--- config.mk ---
export PLATFORM = sky130hd
export DESIGN_NAME = rmark_ram
export DESIGN_NICKNAME = d
export VERILOG_FILES = /design/src/rtl/ridge_mark_2x2_window_macros.svh /design/src/rtl/rmark_ram.sv
export SDC_FILE = /design/constraint.sdc
export NUM_CORES = 1
export LEC_CHECK = 0
export ABC_AREA = 1
export BUFFER_PORTS_ARGS = -buffer_cell sky130_fd_sc_hd__buf_2
export CAP_MARGIN = 20
export CORE_MARGIN = 2
export CORE_UTILIZATION = 45
export DETAILED_ROUTE_END_ITERATION = 16
export PLACE_DENSITY = 0.62
export SYNTH_ARGS = -nofsm -noshare
export SYNTH_HDL_FRONTEND = slang
export SYNTH_SLANG_ARGS = --single-unit
--- constraint.sdc ---
create_clock -name clk_i -period 1.2 [get_ports clk_i]
set_input_delay 0.06 -clock clk_i [delete_from_list [all_inputs] [get_ports clk_i]]
set_output_delay 0.06 -clock clk_i [all_outputs]
set_load 0.005 [all_outputs]
--- src/rtl/ridge_mark_2x2_window_macros.svh ---
// assertion macros shared by the ridge marker rtl
// expects clk_i and rst_ni in the scope of each use
`ifndef RIDGE_MARK_2X2_WINDOW_MACROS_SVH
`define RIDGE_MARK_2X2_WINDOW_MACROS_SVH
`ifndef SYNTHESIS
`define RMARK_ASSERT(lbl, prop) \
  lbl: assert property (@(posedge clk_i) disable iff (!rst_ni) (prop)) \
    else $error("rmark assertion failed");
`define RMARK_ASSERT_NOW(lbl, pre, post) `RMARK_ASSERT(lbl, (pre) |-> (post))
`define RMARK_ASSERT_NEXT(lbl, pre, post) `RMARK_ASSERT(lbl, (pre) |=> (post))
`else
`define RMARK_ASSERT(lbl, prop)
`define RMARK_ASSERT_NOW(lbl, pre, post)
`define RMARK_ASSERT_NEXT(lbl, pre, post)
`endif
`endif

--- src/rtl/rmark_ram.sv ---
// generic single write port ram with registered read, old data on collision
// no dependencies
module rmark_ram #(
  parameter int Width = 8,
  parameter int Depth = 16
) (
  input  logic                     clk_i,
  input  logic                     we_i,
  input  logic [$clog2(Depth)-1:0] waddr_i,
  input  logic [Width-1:0]         wdata_i,
  input  logic                     re_i,
  input  logic [$clog2(Depth)-1:0] raddr_i,
  output logic [Width-1:0]         rdata_o
);

  logic [Width-1:0] mem_q [Depth];
  logic [Width-1:0] rdata_q;

  always_ff @(posedge clk_i) begin
    if (we_i) begin
      mem_q[waddr_i] <= wdata_i;
    end
    if (re_i) begin
      rdata_q <= mem_q[raddr_i];
    end
  end

  assign rdata_o = rdata_q;

endmodule

[Yosys cells after proc, flatten, opt, wreduce, memory -nomap -nowiden]
Memory sizes are Yosys's and may differ from the RTL's. A register that Yosys moved wholly into a read port is not among the register bits.
Index checks and enable logic that the tools add are counted.
Storage, ports and cells
  register bits after elaboration: 0
  RAM bits: 128
  output and inout port bits: 8
  memories: 1
Memory list
  mem_q: depth 16, width 8, read ports 1, clocked after Yosys merged registers in 1, wr ports 1, line rmark_ram.sv:16  | logic [Width-1:0] mem_q [Depth];
Operators by class
  mux-type cells: 2
Operator list (count)
  $mux W1: 2

[Longest topological paths before layout]
  depth after elaboration: 2
  mapped depth: 8

[Least setup slack after synthesis]
Ideal clock, no wire load.
  path kind: input to register
  start point: input waddr_i[2]
  end point: memory mem_q[10][0] (enable)
  setup time: 0.370 ns
  arrival time: 0.641 ns
  slack: 0.189 ns
  stages: 2
  cell sequence: nand3b_1 -> nor2_1
RTL lines
  start: declaration: line rmark_ram.sv:9  | input logic [$clog2(Depth)-1:0] waddr_i,
  end: declaration: line rmark_ram.sv:16
No word-level cell before the write port.

==> results.py <==
metrics = {
    "power_and_ir_drop": {
        "leakage_nw": 2.98,
        "vdd_ir_drop_max_mv": 1.29,
        "power_density_mw_per_mm2": 1610,
    },
    "placed_design": {
        "gp_congestion": 0.850,
        "port_buffers": 26,
        "dp_cells": 753,
        "dp_hpwl_mm": 8.09,
    },
    "layout": {
        "num-fill-cells": 1076,
        "final_cells": 784,
        "regArea_mm2": 0.00408,
        "diodes": 0,
        "multi_input_area_mm2": 0.00126,
        "drive_above_1_share": 0.149,
        "layout.nets": 620,
        "syn_to_final_growth_pct": 17.9,
    },
    "critical_path": {
        "path_cells": "inv_1 > nand2_1 > nand3_1 > nand3_1 > nand3_1 > nand2_2",
        "cp_slowest_cell": "edfxtp_1",
        "worst_ep_required_time_ps": 1360,
        "critPathKind": "flip-flop to flip-flop",
        "path_common_cell": "nand3_1",
        "cp-start-kind": "flip-flop",
        "end_kind": "flip-flop",
        "cp.arrival_ps": 1290,
        "critPathMaxFanout": 1,
        "cpPeakStageDelay_ps": 350,
    },
    "synth": {
        "synth_area_per_cell_um2": 10.6,
        "synthFlopType": "edfxtp_1",
        "synth.distinct_cells": 11,
        "syn_inst": 551,
        "synth_commonest_cells": "173 x nand2_1, 136 x edfxtp_1, 100 x inv_1",
        "syn_area_mm2": 0.00585,
        "synth-edff-count": 136,
        "ys_seq_area_frac": 0.698,
        "yosys.area.top_type_share": 0.698,
        "yosys.cell_count.top_type": "nand2_1",
        "netlist_top_cells_area": "edfxtp_1 70%, nand2_1 11%, nand3_1 8.3%",
        "synth_top_cell_by_area": "edfxtp_1",
        "synth_nets": 570,
        "ys_async_sr_fraction": 0,
        "ys_ff_latch": 136,
        "yosysWarnings": 0,
    },
    "clock_network": {
        "cts_num_sinks": 136,
        "cts_buffer_depth": 2,
        "cts_buffers": 17,
        "clkLatencyLatePin_ps": 420,
        "postCtsSetupBuffers": 0,
        "clk_pin_slew_worst_paths_ps": 50,
        "cts_max_level": 4,
        "root_buffer": "clkbuf_16",
        "cts_tree": "done",
    },
    "sta": {
        "period_share": 0.944,
        "setup_viol": 0,
        "fin_skew_ps": 5.99,
        "slew_headroom": 0.585,
        "worst_pin_slew_ps": 621,
        "finalSetupTns_ps": 0,
        "hold_viol": 0,
        "rsz0062_at_grt": "yes",
        "timing.fmax_ghz": 0.882,
        "drv_slew": 0,
        "period_needed_ps": 1130,
    },
    "drt": {
        "vias": 3828,
        "routedWlPerCell_um": 16.6,
        "routed_wl_mm": 13.0,
        "first_pass_iters": 5,
        "ant_nets": 0,
        "drtIter0Drc": 376,
        "viasPerCell": 4.88,
        "drcViolationCount": 0,
    },
    "floorplanning": {
        "dieArea_mm2": 0.0139,
        "num_rows": 41,
        "initial_core_util": 0.461,
        "core_area_mm2": 0.0127,
        "die_w_um": 118,
        "ios": 27,
        "die_h_um": 118,
    },
    "global_route": {
        "grt_max_degree": 41,
        "grt_pass1_wl_mm": 20.7,
        "grt_pass1_vias": 3725,
        "grt.total_usage": 0.200,
        "gr-total-overflow": 0,
        "antenna_found_initial": 0,
    },
    "flow_run": {
        "maxCapViolations": 0,
    },
    "worst_hold_path": {
        "hold_class": "input port to flip-flop",
    },
    "status": {
        "outcome": "finished clean",
    },
}
-- report_power, final --
part	switching, W	internal, W
Sequential	0.0000265	0.00535
Combinational	0.000464	0.000216
Clock	0.00183	0.00320
-- state kept, by name (all words and copies together) (netlist names) --
name     cells
rdata_o      8
mem_q      128
-- layer usage --
metal	wire length [um]	global-route usage	vias up	share of wire
met3	666	0.0455	21	0.051
met4	283	0.0813	0	0.022
met1	5860	0.268	1810	0.45
met5	0	0	-	0
met2	6230	0.316	122	0.48
li1	-	-	1875	-
-- cells in the final DEF, fill, tap and decap left out --
master,count
nand2_1,172
edfxtp_1,136
inv_1,100
nand3_1,89
buf_2,26
buf_4,25
nor2_1,17
clkbuf_16,17
nand3_2,8
clkinv_2,4
bufinv_16,3
buf_12,3
inv_2,2
nand3b_1,2
clkbuf_1,2
clkinv_1,2
clkinvlp_4,2
nand2_2,1
dlygate4sd3_1,1
-- layout make-up --
class                      count  share of cell area
sequential                   136               0.593
clock inverter                11              0.0192
timing repair buffer          55              0.0563
tap                          172              0.0312
multi-input combinational    289               0.182
clock buffer                  19              0.0628
inverter                     102              0.0556
-- worst max-delay path, delay by kind of cell (launching register included) --
kind	cells	cell delay [ps]
and+or+nand+nor	5	470
DFF	1	350
buffers and inverters	1	70
-- final timing paths --
path           startpoint     endpoint  slack (ps)  cells past startpoint
min            wdata_i[0]  mem_q[4][0]          30                      1
min reg2reg  mem_q[14][5]   rdata_o[5]         780                      6
max           mem_q[5][0]   rdata_o[0]          70                      6
max reg2reg   mem_q[5][0]   rdata_o[0]          70                      6
-- through the flow --
stage / hold slack, ps / power, W / worst slack [ps] / util / cell area (um2)
2_1_floorplan: 159 / 0.00585 / 189 / - / 5850
3_3_place_gp: 421 / 0.00613 / -119 / 0.495 / 6270
3_5_place_dp: 425 / 0.00614 / -130 / 0.495 / 6270
4_1_cts: 29.4 / 0.0111 / 33.4 / 0.541 / 6850
5_1_grt: 36.7 / 0.0114 / -1.72 / 0.544 / 6890
6_report: 31.6 / 0.0111 / 66.7 / 0.544 / 6890
-- cells by family after synthesis --
family | Yosys count | share of synthesized area
buffers and inverters | 126 | 0.0939
flip-flops | 136 | 0.698
AND/OR/NAND/NOR | 289 | 0.208
-- what timing repair did --
item	CTS	global route
hold buffers	1	0
resized for setup	0	9
endpoints found under the hold margin	8	0
setup endpoints to repair	0	5
Note: power is estimated with default switching activity, not from simulation.
